`config.mk`:
```
export PLATFORM = sky130hd
export DESIGN_NAME = stereo_widen_autopan_core
export DESIGN_NICKNAME = d
export VERILOG_FILES = /design/src/hdl/swa_pkg.sv /design/src/hdl/swa_mul.sv /design/src/hdl/stereo_widen_autopan_core.sv
export SDC_FILE = /design/constraint.sdc
export NUM_CORES = 2
export LEC_CHECK = 0
export BUFFER_PORTS_ARGS = -buffer_cell sky130_fd_sc_hd__buf_2
export CAP_MARGIN = 20
export CORE_MARGIN = 5
export CORE_UTILIZATION = 40
export DETAILED_ROUTE_END_ITERATION = 8
export SLEW_MARGIN = 20
export SYNTH_ARGS = -nofsm -noshare
export SYNTH_HDL_FRONTEND = slang
export SYNTH_SLANG_ARGS = --single-unit
```
`constraint.sdc`:
```
create_clock -name clk -period 10 [get_ports clk]
set_clock_uncertainty 0.2 [all_clocks]
set_input_delay 1 -clock clk [delete_from_list [all_inputs] [get_ports clk]]
set_output_delay 1 -clock clk [all_outputs]
set_load 0.02 [all_outputs]
```
`src/hdl/swa_pkg.sv`:
```
// shared types and constants for the stereo widen / auto-pan block
`timescale 1ns / 1ps
package swa_pkg;

  // bits of the multiplier operand consumed per cycle
  localparam int DIGIT = 4;

  localparam int CFG_IDX_W = 3;
  localparam int CFG_DATA_W = 17;

  localparam logic [CFG_IDX_W-1:0] REG_WIDEN_EN    = 3'd0;
  localparam logic [CFG_IDX_W-1:0] REG_AUTOPAN_EN  = 3'd1;
  localparam logic [CFG_IDX_W-1:0] REG_WIDTH_GAIN  = 3'd2;
  localparam logic [CFG_IDX_W-1:0] REG_LEFT_PAN    = 3'd3;
  localparam logic [CFG_IDX_W-1:0] REG_RIGHT_PAN   = 3'd4;
  localparam logic [CFG_IDX_W-1:0] REG_PAN_FRAC    = 3'd5;
  localparam logic [CFG_IDX_W-1:0] REG_BLOCK_LEN   = 3'd6;
  localparam logic [CFG_IDX_W-1:0] REG_BLOCK_RECIP = 3'd7;

  localparam logic [15:0] RST_PAN_GAIN  = 16'd23170;
  localparam logic [15:0] RST_PAN_FRAC  = 16'd16512;
  localparam logic [12:0] RST_BLOCK_LEN = 13'd128;
  localparam logic [16:0] RST_RECIP     = 17'd512;
  localparam logic [15:0] FRAC_ONE      = 16'd32768;

  typedef enum logic [3:0] {
    ST_IDLE,
    ST_W1,
    ST_W2,
    ST_P1,
    ST_P2,
    ST_P3,
    ST_P4,
    ST_P5,
    ST_FIN
  } swa_state_t;

endpackage

```
`src/hdl/swa_mul.sv`:
```
// digit-serial signed by unsigned shift-add multiplier
`timescale 1ns / 1ps
module swa_mul #(
  parameter int AW = 30,
  parameter int BW = 17
) (
  input  logic                     clk,
  input  logic                     rst_n,
  input  logic                     start,
  input  logic signed [AW-1:0]     a,
  input  logic        [BW-1:0]     b,
  output logic                     done,
  output logic signed [AW+BW-1:0]  p
);

  localparam int PW = AW + BW;
  localparam int DIG = swa_pkg::DIGIT;
  localparam int STEPS = (BW + DIG - 1) / DIG;
  localparam int BRW = STEPS * DIG;
  localparam int CNW = $clog2(STEPS + 1);

  logic signed [PW-1:0]  a_r, a_nxt;
  logic        [BRW-1:0] b_r, b_nxt;
  logic signed [PW-1:0]  acc_r, acc_nxt;
  logic        [CNW-1:0] cnt_r, cnt_nxt;
  logic                  busy_r, busy_nxt;
  logic                  done_r, done_nxt;
  logic signed [PW+DIG:0] part;

  assign part = a_r * $signed({1'b0, b_r[DIG-1:0]});

  always_comb begin
    a_nxt = a_r;
    b_nxt = b_r;
    acc_nxt = acc_r;
    cnt_nxt = cnt_r;
    busy_nxt = busy_r;
    done_nxt = 1'b0;
    if (start) begin
      a_nxt = PW'(a);
      b_nxt = BRW'(b);
      acc_nxt = '0;
      cnt_nxt = CNW'(STEPS);
      busy_nxt = 1'b1;
    end else if (busy_r) begin
      acc_nxt = acc_r + part[PW-1:0];
      a_nxt = a_r <<< DIG;
      b_nxt = b_r >> DIG;
      cnt_nxt = cnt_r - CNW'(1);
      if (cnt_r == CNW'(1)) begin
        busy_nxt = 1'b0;
        done_nxt = 1'b1;
      end
    end
  end

  always_ff @(posedge clk) begin
    a_r <= a_nxt;
    b_r <= b_nxt;
    acc_r <= acc_nxt;
    cnt_r <= cnt_nxt;
    if (!rst_n) begin
      busy_r <= 1'b0;
      done_r <= 1'b0;
    end else begin
      busy_r <= busy_nxt;
      done_r <= done_nxt;
    end
  end

  assign done = done_r;
  assign p = acc_r;

endmodule

```
`src/hdl/stereo_widen_autopan_core.sv`:
```
// top level: config registers, sequencer and datapath around the serial multiplier
//
//   channel | direction | ports                                  | handshake
//   in      | input     | in_left/right_sample, in_lfo_*_value   | in_valid / in_ready
//   out     | output    | out_left_out, out_right_out, out_clipped | out_valid / out_ready
//   cfg     | input     | cfg_index, cfg_wdata                   | cfg_we, no wait
//
// each product runs on one multiplier, DIGIT bits per cycle: a start, 17 / 4 rounded up
// digit steps and a done. widening takes 4 products, auto-pan 10, plus an accept and an
// output load. reset is synchronous; no clearing pass.
// a stalled output holds in its register while the next item is computed; that item then
// waits in FIN until the output is taken, and the input stays blocked meanwhile.
`timescale 1ns / 1ps
module stereo_widen_autopan_core #(
  parameter int MAX_BLOCK = 4096,
  parameter int SAMPLE_BITS = 24
) (
  input  logic                              clk,
  input  logic                              rst_n,
  input  logic                              in_valid,
  output logic                              in_ready,
  input  logic signed [SAMPLE_BITS-1:0]     in_left_sample,
  input  logic signed [SAMPLE_BITS-1:0]     in_right_sample,
  input  logic        [15:0]                in_lfo_left_value,
  input  logic        [15:0]                in_lfo_right_value,
  output logic                              out_valid,
  input  logic                              out_ready,
  output logic signed [SAMPLE_BITS-1:0]     out_left_out,
  output logic signed [SAMPLE_BITS-1:0]     out_right_out,
  output logic                              out_clipped,
  input  logic                              cfg_we,
  input  logic [swa_pkg::CFG_IDX_W-1:0]     cfg_index,
  input  logic [swa_pkg::CFG_DATA_W-1:0]    cfg_wdata
);

  localparam int SB = SAMPLE_BITS;
  localparam int NW = $clog2(MAX_BLOCK + 1);
  localparam int PSW = $clog2(MAX_BLOCK);
  localparam int CW = (NW > 13) ? NW : 13;
  localparam int ACW = 16 + NW;
  localparam int AW = (SB + 1 > ACW + 1) ? SB + 1 : ACW + 1;
  localparam int BW = (NW > 17) ? NW : 17;
  localparam int PW = AW + BW;

  localparam logic signed [PW-1:0] SAT_HI = (PW'(1) <<< (SB - 1)) - PW'(1);
  localparam logic signed [PW-1:0] SAT_LO = -SAT_HI - PW'(1);
  localparam logic signed [PW-1:0] PP_MAX = PW'(65535);

  // config registers
  logic        widen_en_r, autopan_en_r;
  logic [15:0] width_gain_r, left_pan_r, right_pan_r, pan_frac_r;
  logic [12:0] block_len_r;
  logic [16:0] recip_r;

  // state
  swa_pkg::swa_state_t state_r, state_nxt;
  logic                go_r, go_nxt;
  logic                ch_r, ch_nxt;
  logic [PSW-1:0]      pos_r, pos_nxt;
  logic [NW-1:0]       n_r, n_nxt, i_r, i_nxt;
  logic [15:0]         lls_r, lls_nxt, lrs_r, lrs_nxt, lle_r, lle_nxt, lre_r, lre_nxt;
  logic signed [SB-1:0] xl_r, xl_nxt, xr_r, xr_nxt, yl_r, yl_nxt, w_r, w_nxt;
  logic [ACW-1:0]      acc_r, acc_nxt;
  logic [15:0]         pp_r, pp_nxt;
  logic [16:0]         g_r, g_nxt;
  logic                clip_r, clip_nxt;
  logic                ov_r, ov_nxt;
  logic signed [SB-1:0] ol_r, ol_nxt, or_r, or_nxt;
  logic                oc_r, oc_nxt;

  // multiplier hookup
  logic                 m_start, m_done;
  logic signed [AW-1:0] m_a;
  logic        [BW-1:0] m_b;
  logic signed [PW-1:0] m_p;

  swa_mul #(.AW(AW), .BW(BW)) u_mul (
    .clk(clk), .rst_n(rst_n), .start(m_start), .a(m_a), .b(m_b), .done(m_done), .p(m_p)
  );

  // block length and position for the item at the input
  logic [CW-1:0]  bl_ext, n_c;
  logic [NW-1:0]  n_in, i_in, i_inc;

  always_comb begin
    bl_ext = CW'(block_len_r);
    if (bl_ext == '0) n_c = CW'(1);
    else if (bl_ext > CW'(MAX_BLOCK)) n_c = CW'(MAX_BLOCK);
    else n_c = bl_ext;
    n_in = NW'(n_c);
    i_in = (NW'(pos_r) >= n_in) ? '0 : NW'(pos_r);
    i_inc = i_in + NW'(1);
  end

  // datapath terms
  logic signed [PW-1:0] wa_e, wb_e, diff_e, t_e, w_raw, r15, r16;
  logic signed [SB-1:0] x_cur;
  logic [15:0]          frac_cur, comp;
  logic                 sat_clip;
  logic signed [SB-1:0] sat_val;
  logic signed [PW-1:0] sat_in;

  assign comp = (pan_frac_r < swa_pkg::FRAC_ONE) ? swa_pkg::FRAC_ONE - pan_frac_r : '0;
  assign frac_cur = ch_r ? comp : pan_frac_r;
  assign x_cur = ch_r ? xr_r : xl_r;
  assign wa_e = PW'(ch_r ? xr_r : xl_r);
  assign wb_e = PW'(ch_r ? xl_r : xr_r);
  assign diff_e = wa_e - wb_e;
  assign t_e = ((wa_e + wb_e) <<< 13) + m_p;
  assign w_raw = (t_e + (PW'(1) <<< 13)) >>> 14;
  assign r15 = (m_p + (PW'(1) <<< 14)) >>> 15;
  assign r16 = (m_p + (PW'(1) <<< 15)) >>> 16;
  assign sat_in = (state_r == swa_pkg::ST_W1) ? w_raw : r15;

  always_comb begin
    sat_clip = 1'b0;
    sat_val = sat_in[SB-1:0];
    if (sat_in > SAT_HI) begin
      sat_clip = 1'b1;
      sat_val = SAT_HI[SB-1:0];
    end else if (sat_in < SAT_LO) begin
      sat_clip = 1'b1;
      sat_val = SAT_LO[SB-1:0];
    end
  end

  // operand select
  always_comb begin
    m_a = '0;
    m_b = '0;
    case (state_r)
      swa_pkg::ST_W1: begin
        m_a = diff_e[AW-1:0];
        m_b = BW'(width_gain_r);
      end
      swa_pkg::ST_W2: begin
        m_a = AW'(w_r);
        m_b = BW'(ch_r ? right_pan_r : left_pan_r);
      end
      swa_pkg::ST_P1: begin
        m_a = AW'(ch_r ? lrs_r : lls_r);
        m_b = BW'(n_r - i_r);
      end
      swa_pkg::ST_P2: begin
        m_a = AW'(ch_r ? lre_r : lle_r);
        m_b = BW'(i_r);
      end
      swa_pkg::ST_P3: begin
        m_a = AW'(acc_r);
        m_b = BW'(recip_r);
      end
      swa_pkg::ST_P4: begin
        m_a = AW'(pp_r);
        m_b = BW'(frac_cur);
      end
      swa_pkg::ST_P5: begin
        m_a = AW'(x_cur);
        m_b = BW'(g_r);
      end
      default: begin
        m_a = '0;
        m_b = '0;
      end
    endcase
  end

  // sequencer
  always_comb begin
    state_nxt = state_r;
    go_nxt = go_r;
    ch_nxt = ch_r;
    pos_nxt = pos_r;
    n_nxt = n_r;
    i_nxt = i_r;
    lls_nxt = lls_r;
    lrs_nxt = lrs_r;
    lle_nxt = lle_r;
    lre_nxt = lre_r;
    xl_nxt = xl_r;
    xr_nxt = xr_r;
    yl_nxt = yl_r;
    w_nxt = w_r;
    acc_nxt = acc_r;
    pp_nxt = pp_r;
    g_nxt = g_r;
    clip_nxt = clip_r;
    ov_nxt = ov_r & ~out_ready;
    ol_nxt = ol_r;
    or_nxt = or_r;
    oc_nxt = oc_r;
    m_start = 1'b0;
    in_ready = 1'b0;

    case (state_r)
      swa_pkg::ST_IDLE: begin
        in_ready = 1'b1;
        if (in_valid) begin
          xl_nxt = in_left_sample;
          xr_nxt = in_right_sample;
          n_nxt = n_in;
          i_nxt = i_in;
          pos_nxt = (i_inc >= n_in) ? '0 : PSW'(i_inc);
          clip_nxt = 1'b0;
          ch_nxt = 1'b0;
          go_nxt = 1'b0;
          if (autopan_en_r && i_in == '0) begin
            lls_nxt = lle_r;
            lrs_nxt = lre_r;
            lle_nxt = in_lfo_left_value;
            lre_nxt = in_lfo_right_value;
          end
          if (widen_en_r) state_nxt = swa_pkg::ST_W1;
          else if (autopan_en_r) state_nxt = swa_pkg::ST_P1;
          else state_nxt = swa_pkg::ST_FIN;
        end
      end
      swa_pkg::ST_FIN: begin
        if (!ov_r || out_ready) begin
          ov_nxt = 1'b1;
          ol_nxt = xl_r;
          or_nxt = xr_r;
          oc_nxt = clip_r;
          state_nxt = swa_pkg::ST_IDLE;
        end
      end
      default: begin
        if (!go_r) begin
          m_start = 1'b1;
          go_nxt = 1'b1;
        end else if (m_done) begin
          go_nxt = 1'b0;
          case (state_r)
            swa_pkg::ST_W1: begin
              w_nxt = sat_val;
              clip_nxt = clip_r | sat_clip;
              state_nxt = swa_pkg::ST_W2;
            end
            swa_pkg::ST_W2: begin
              clip_nxt = clip_r | sat_clip;
              if (!ch_r) begin
                yl_nxt = sat_val;
                ch_nxt = 1'b1;
                state_nxt = swa_pkg::ST_W1;
              end else begin
                xl_nxt = yl_r;
                xr_nxt = sat_val;
                ch_nxt = 1'b0;
                state_nxt = autopan_en_r ? swa_pkg::ST_P1 : swa_pkg::ST_FIN;
              end
            end
            swa_pkg::ST_P1: begin
              acc_nxt = m_p[ACW-1:0];
              state_nxt = swa_pkg::ST_P2;
            end
            swa_pkg::ST_P2: begin
              acc_nxt = acc_r + m_p[ACW-1:0];
              state_nxt = swa_pkg::ST_P3;
            end
            swa_pkg::ST_P3: begin
              // interpolated lfo gain, held to 16 bits
              pp_nxt = (r16 > PP_MAX) ? 16'hFFFF : r16[15:0];
              state_nxt = swa_pkg::ST_P4;
            end
            swa_pkg::ST_P4: begin
              g_nxt = r15[16:0];
              state_nxt = swa_pkg::ST_P5;
            end
            swa_pkg::ST_P5: begin
              clip_nxt = clip_r | sat_clip;
              if (!ch_r) begin
                xl_nxt = sat_val;
                ch_nxt = 1'b1;
                state_nxt = swa_pkg::ST_P1;
              end else begin
                xr_nxt = sat_val;
                state_nxt = swa_pkg::ST_FIN;
              end
            end
            default: state_nxt = swa_pkg::ST_IDLE;
          endcase
        end
      end
    endcase
  end

  always_ff @(posedge clk) begin
    n_r <= n_nxt;
    i_r <= i_nxt;
    xl_r <= xl_nxt;
    xr_r <= xr_nxt;
    yl_r <= yl_nxt;
    w_r <= w_nxt;
    acc_r <= acc_nxt;
    pp_r <= pp_nxt;
    g_r <= g_nxt;
    ol_r <= ol_nxt;
    or_r <= or_nxt;
    oc_r <= oc_nxt;
    if (!rst_n) begin
      state_r <= swa_pkg::ST_IDLE;
      go_r <= 1'b0;
      ch_r <= 1'b0;
      pos_r <= '0;
      lls_r <= '0;
      lrs_r <= '0;
      lle_r <= '0;
      lre_r <= '0;
      clip_r <= 1'b0;
      ov_r <= 1'b0;
    end else begin
      state_r <= state_nxt;
      go_r <= go_nxt;
      ch_r <= ch_nxt;
      pos_r <= pos_nxt;
      lls_r <= lls_nxt;
      lrs_r <= lrs_nxt;
      lle_r <= lle_nxt;
      lre_r <= lre_nxt;
      clip_r <= clip_nxt;
      ov_r <= ov_nxt;
    end
  end

  // configuration writes
  always_ff @(posedge clk) begin
    if (!rst_n) begin
      widen_en_r <= 1'b0;
      autopan_en_r <= 1'b0;
      width_gain_r <= '0;
      left_pan_r <= swa_pkg::RST_PAN_GAIN;
      right_pan_r <= swa_pkg::RST_PAN_GAIN;
      pan_frac_r <= swa_pkg::RST_PAN_FRAC;
      block_len_r <= swa_pkg::RST_BLOCK_LEN;
      recip_r <= swa_pkg::RST_RECIP;
    end else if (cfg_we) begin
      case (cfg_index)
        swa_pkg::REG_WIDEN_EN:    widen_en_r <= cfg_wdata[0];
        swa_pkg::REG_AUTOPAN_EN:  autopan_en_r <= cfg_wdata[0];
        swa_pkg::REG_WIDTH_GAIN:  width_gain_r <= cfg_wdata[15:0];
        swa_pkg::REG_LEFT_PAN:    left_pan_r <= cfg_wdata[15:0];
        swa_pkg::REG_RIGHT_PAN:   right_pan_r <= cfg_wdata[15:0];
        swa_pkg::REG_PAN_FRAC:    pan_frac_r <= cfg_wdata[15:0];
        swa_pkg::REG_BLOCK_LEN:   block_len_r <= cfg_wdata[12:0];
        swa_pkg::REG_BLOCK_RECIP: recip_r <= cfg_wdata[16:0];
        default: ;
      endcase
    end
  end

  assign out_valid = ov_r;
  assign out_left_out = ol_r;
  assign out_right_out = or_r;
  assign out_clipped = oc_r;

endmodule

```
==> impl_metrics.csv <==
group,metric,value,unit
critical_path,r2r-start,"ch_r",
global_route,grt_util_all_layers,0.2253,
critical_path,required,10.12,ns
layout,area.growth.synth_to_final,10.81,%
drt,wl_per_cell,21.47,um
clock_tree,cts_buffers,59,
layout,nets,4589,
critical_path,timing_worst_setup_path_type,"reg -> reg",
critical_path,cp.depth,30,
clock_tree,clkLatencyLatePin,0.66,ns
global_route,grt-ovfl-total,0,
timing,drv_slew,0,
drt,first_pass_iters,8,
logic_synthesis,syn_inst,4010,
critical_path,critPathLaunchType,"flop",
timing,rsz0062_at_grt,"no",
clock_tree,root_buffer,"clkbuf_16",
timing,post-route-period-util,0.8518,
drt,wl,115500,um
critical_path,crit_end,"xl_r[6]",
critical_path,path_delay_family,"compound AO/OA/AOI/OAI gates",
critical_path,slowest_delay,0.82,ns
timing,worstMarginPinSlew,1.135,ns
logic_synthesis,synth.most_common_cell,"nand2_1",
critical_path,worstSetupStartpoint,"ch_r",
die,die-area,99740,sq um
placement,routabilityCongestion,0.9479,
layout,drive_gt1_frac,0.09726,
logic_synthesis,synth_area_leader_cell,"edfxtp_1",
die,start_util,0.4021,
global_route,antenna_found_initial,4,
clock_tree,cts_tree,"yes",
critical_path,cp_num_buf_inv,3,
timing,post-route-min-period,8.518,ns
run,max-cap-violations,0,
clock_tree,cts_sinks,528,
drt,vias,30360,
placement,portBuffers,155,
logic_synthesis,syn_avg_cell_area,9.329,sq um
logic_synthesis,synth-seq-area-share,0.3617,
global_route,grt_pass1_wl,175800,um
die,die_y,315.8,um
die,io_pins,156,
logic_synthesis,ys_ff_latch,528,
timing,maxSlewHeadroom,0.2376,
logic_synthesis,ys_warn_count,0,
logic_synthesis,synth_edf_count,296,
drt,vias_per_cell,5.643,
timing,finalSetupTns,0,ns
critical_path,reg2reg_slack,1.48,ns
clock_tree,clk_path_buf_depth,3,
die,core,93050,sq um
timing,fmax,117.4,MHz
critical_path,worst_path_max_delay_cell,"dfxtp_4",
clock_tree,path_clk_slew,0.06,ns
logic_synthesis,synthArstFlopShare,0,
drt,ant_nets,0,
clock_tree,cts_resized,0,
clock_tree,postCtsSetupBuffers,0,
die,num_rows,112,
clock_tree,holdBufCountCts,0,
critical_path,worst_path_most_repeated_cell,"a21oi_1",
logic_synthesis,syn_area,37410,sq um
global_route,grt_max_degree,98,
logic_synthesis,synth_top_area_share,0.2376,
logic_synthesis,yosys-top-cells-area,"edfxtp_1, dfxtp_1, ha_1, fa_1, nand2_1",
critical_path,r2r-end,"xl_r[6]",
logic_synthesis,synthTopCellsByCount,"nand2_1, edfxtp_1, a21oi_1",
critical_path,path_max_fanout,70,
worst_hold_path,hold_path_class,"reg -> reg",
run_status,outcome,"completed",
logic_synthesis,synth_fp_nets,4527,
critical_path,arrival,8.64,ns
logic_synthesis,synth_cell_types,89,
critical_path,end_kind,"flop",
timing,setup_violations,0,
critical_path,r2r_cells,30,
drt,detailedRoute.firstIterationViolations,2799,
die,die_w,315.8,um
placement,hpwlAfterDp,86180,um
drt,drc,0,
timing,report.final.hold_viol_count,0,
global_route,grt_pass1_vias,29650,
logic_synthesis,synth_ff_type,"edfxtp_1",
clock_tree,cts-htree-levels,2,
area by class of cell:
type,instances,area (sq um)
fill,9168,51590
multi-input combinational,3093,22460
sequential,528,13540
clock buffer,71,1585
tap,1254,1569
timing repair buffer,218,1271
inverter,172,645.6
clock inverter,41,379.1
antenna,3,7.507
worst min-delay path, cell delays in order (launching register included):
cell and delay [ns]:
dfxtp_1 0.31, nand2_1 0.05, a21oi_1 0.05
cell usage in the layout, fill, tap and decap left out, drive strengths merged, types with 14 or more instances in the layout:
master	instances
a211oi	33
a21o	77
a21oi	283
a221oi	21
a222oi	21
a22o	20
a22oi	22
a31oi	78
and2	187
and3	36
buf	218
clkbuf	71
clkinv	28
dfxtp	232
edfxtp	296
fa	136
ha	276
inv	174
mux2	33
mux2i	161
nand2	595
nand2b	29
nand3	83
nand4	25
nor2	243
nor2b	19
nor3	53
nor4	14
o21a	22
o21ai	151
o21bai	37
o221ai	29
o22ai	32
o31ai	20
or3	15
xnor2	139
xor2	81
stage by stage:
step | util | hold WS [ns] | setup WS (ns) | cell area, sq um | std cells
CTS | 0.4451 | 0.2543 | 1.666 | 41410 | 5376
finish | 0.4455 | 0.2532 | 1.482 | 41450 | 5380
global placement | 0.4240 | 0.2388 | 1.850 | 39450 | 5264
floorplan | - | 0.2308 | 1.472 | 37410 | 4010
global route | 0.4454 | 0.2710 | 0.9833 | 41450 | 5377
detailed placement | 0.4240 | 0.2444 | 1.795 | 39450 | 5264
sequential cells by signal, indices dropped and copies added (netlist names), 17 cells and up:
signal,flops
u_mul.p,47
out_right_out,24
acc_r,29
xl_r,24
g_r,17
u_mul.a_r,47
xr_r,24
out_left_out,24
yl_r,24
u_mul.b_r,17
w_r,24
recip_r,17
cells by family after synthesis:
logic type,after synthesis,synth area share
flops,528,0.3617
mux,194,0.05301
buf+inv,389,0.04117
xor+xnor,220,0.05151
simple gates,1335,0.1643
compound gates,932,0.1631
fa+ha+maj,412,0.1651
how the worst min path moves through the flow:
stage / from / endpoint / cells past startpoint
2_1_floorplan: clip_r / out_clipped / 0
4_1_cts: recip_r[1] / recip_r[1] / 2
5_1_grt: recip_r[12] / recip_r[12] / 2
6_report: left_pan_r[15] / left_pan_r[15] / 2
3_3_place_gp: right_pan_r[10] / right_pan_r[10] / 2
3_5_place_dp: left_pan_r[13] / left_pan_r[13] / 2
routing by layer:
| layer | vias to the layer above | GRT usage | wire, um |
|---|---|---|---|
| li1 | 14450 | - | - |
| met1 | 14770 | 0.2971 | 49500 |
| met4 | 0 | 0.07703 | 4211 |
| met3 | 187 | 0.04477 | 7862 |
| met2 | 957 | 0.3720 | 53930 |
| met5 | - | 0 | 0 |
Power is left out: the tool's default activity adds up to more than one toggle a clock period on the data nets, which glitch-free logic cannot reach.
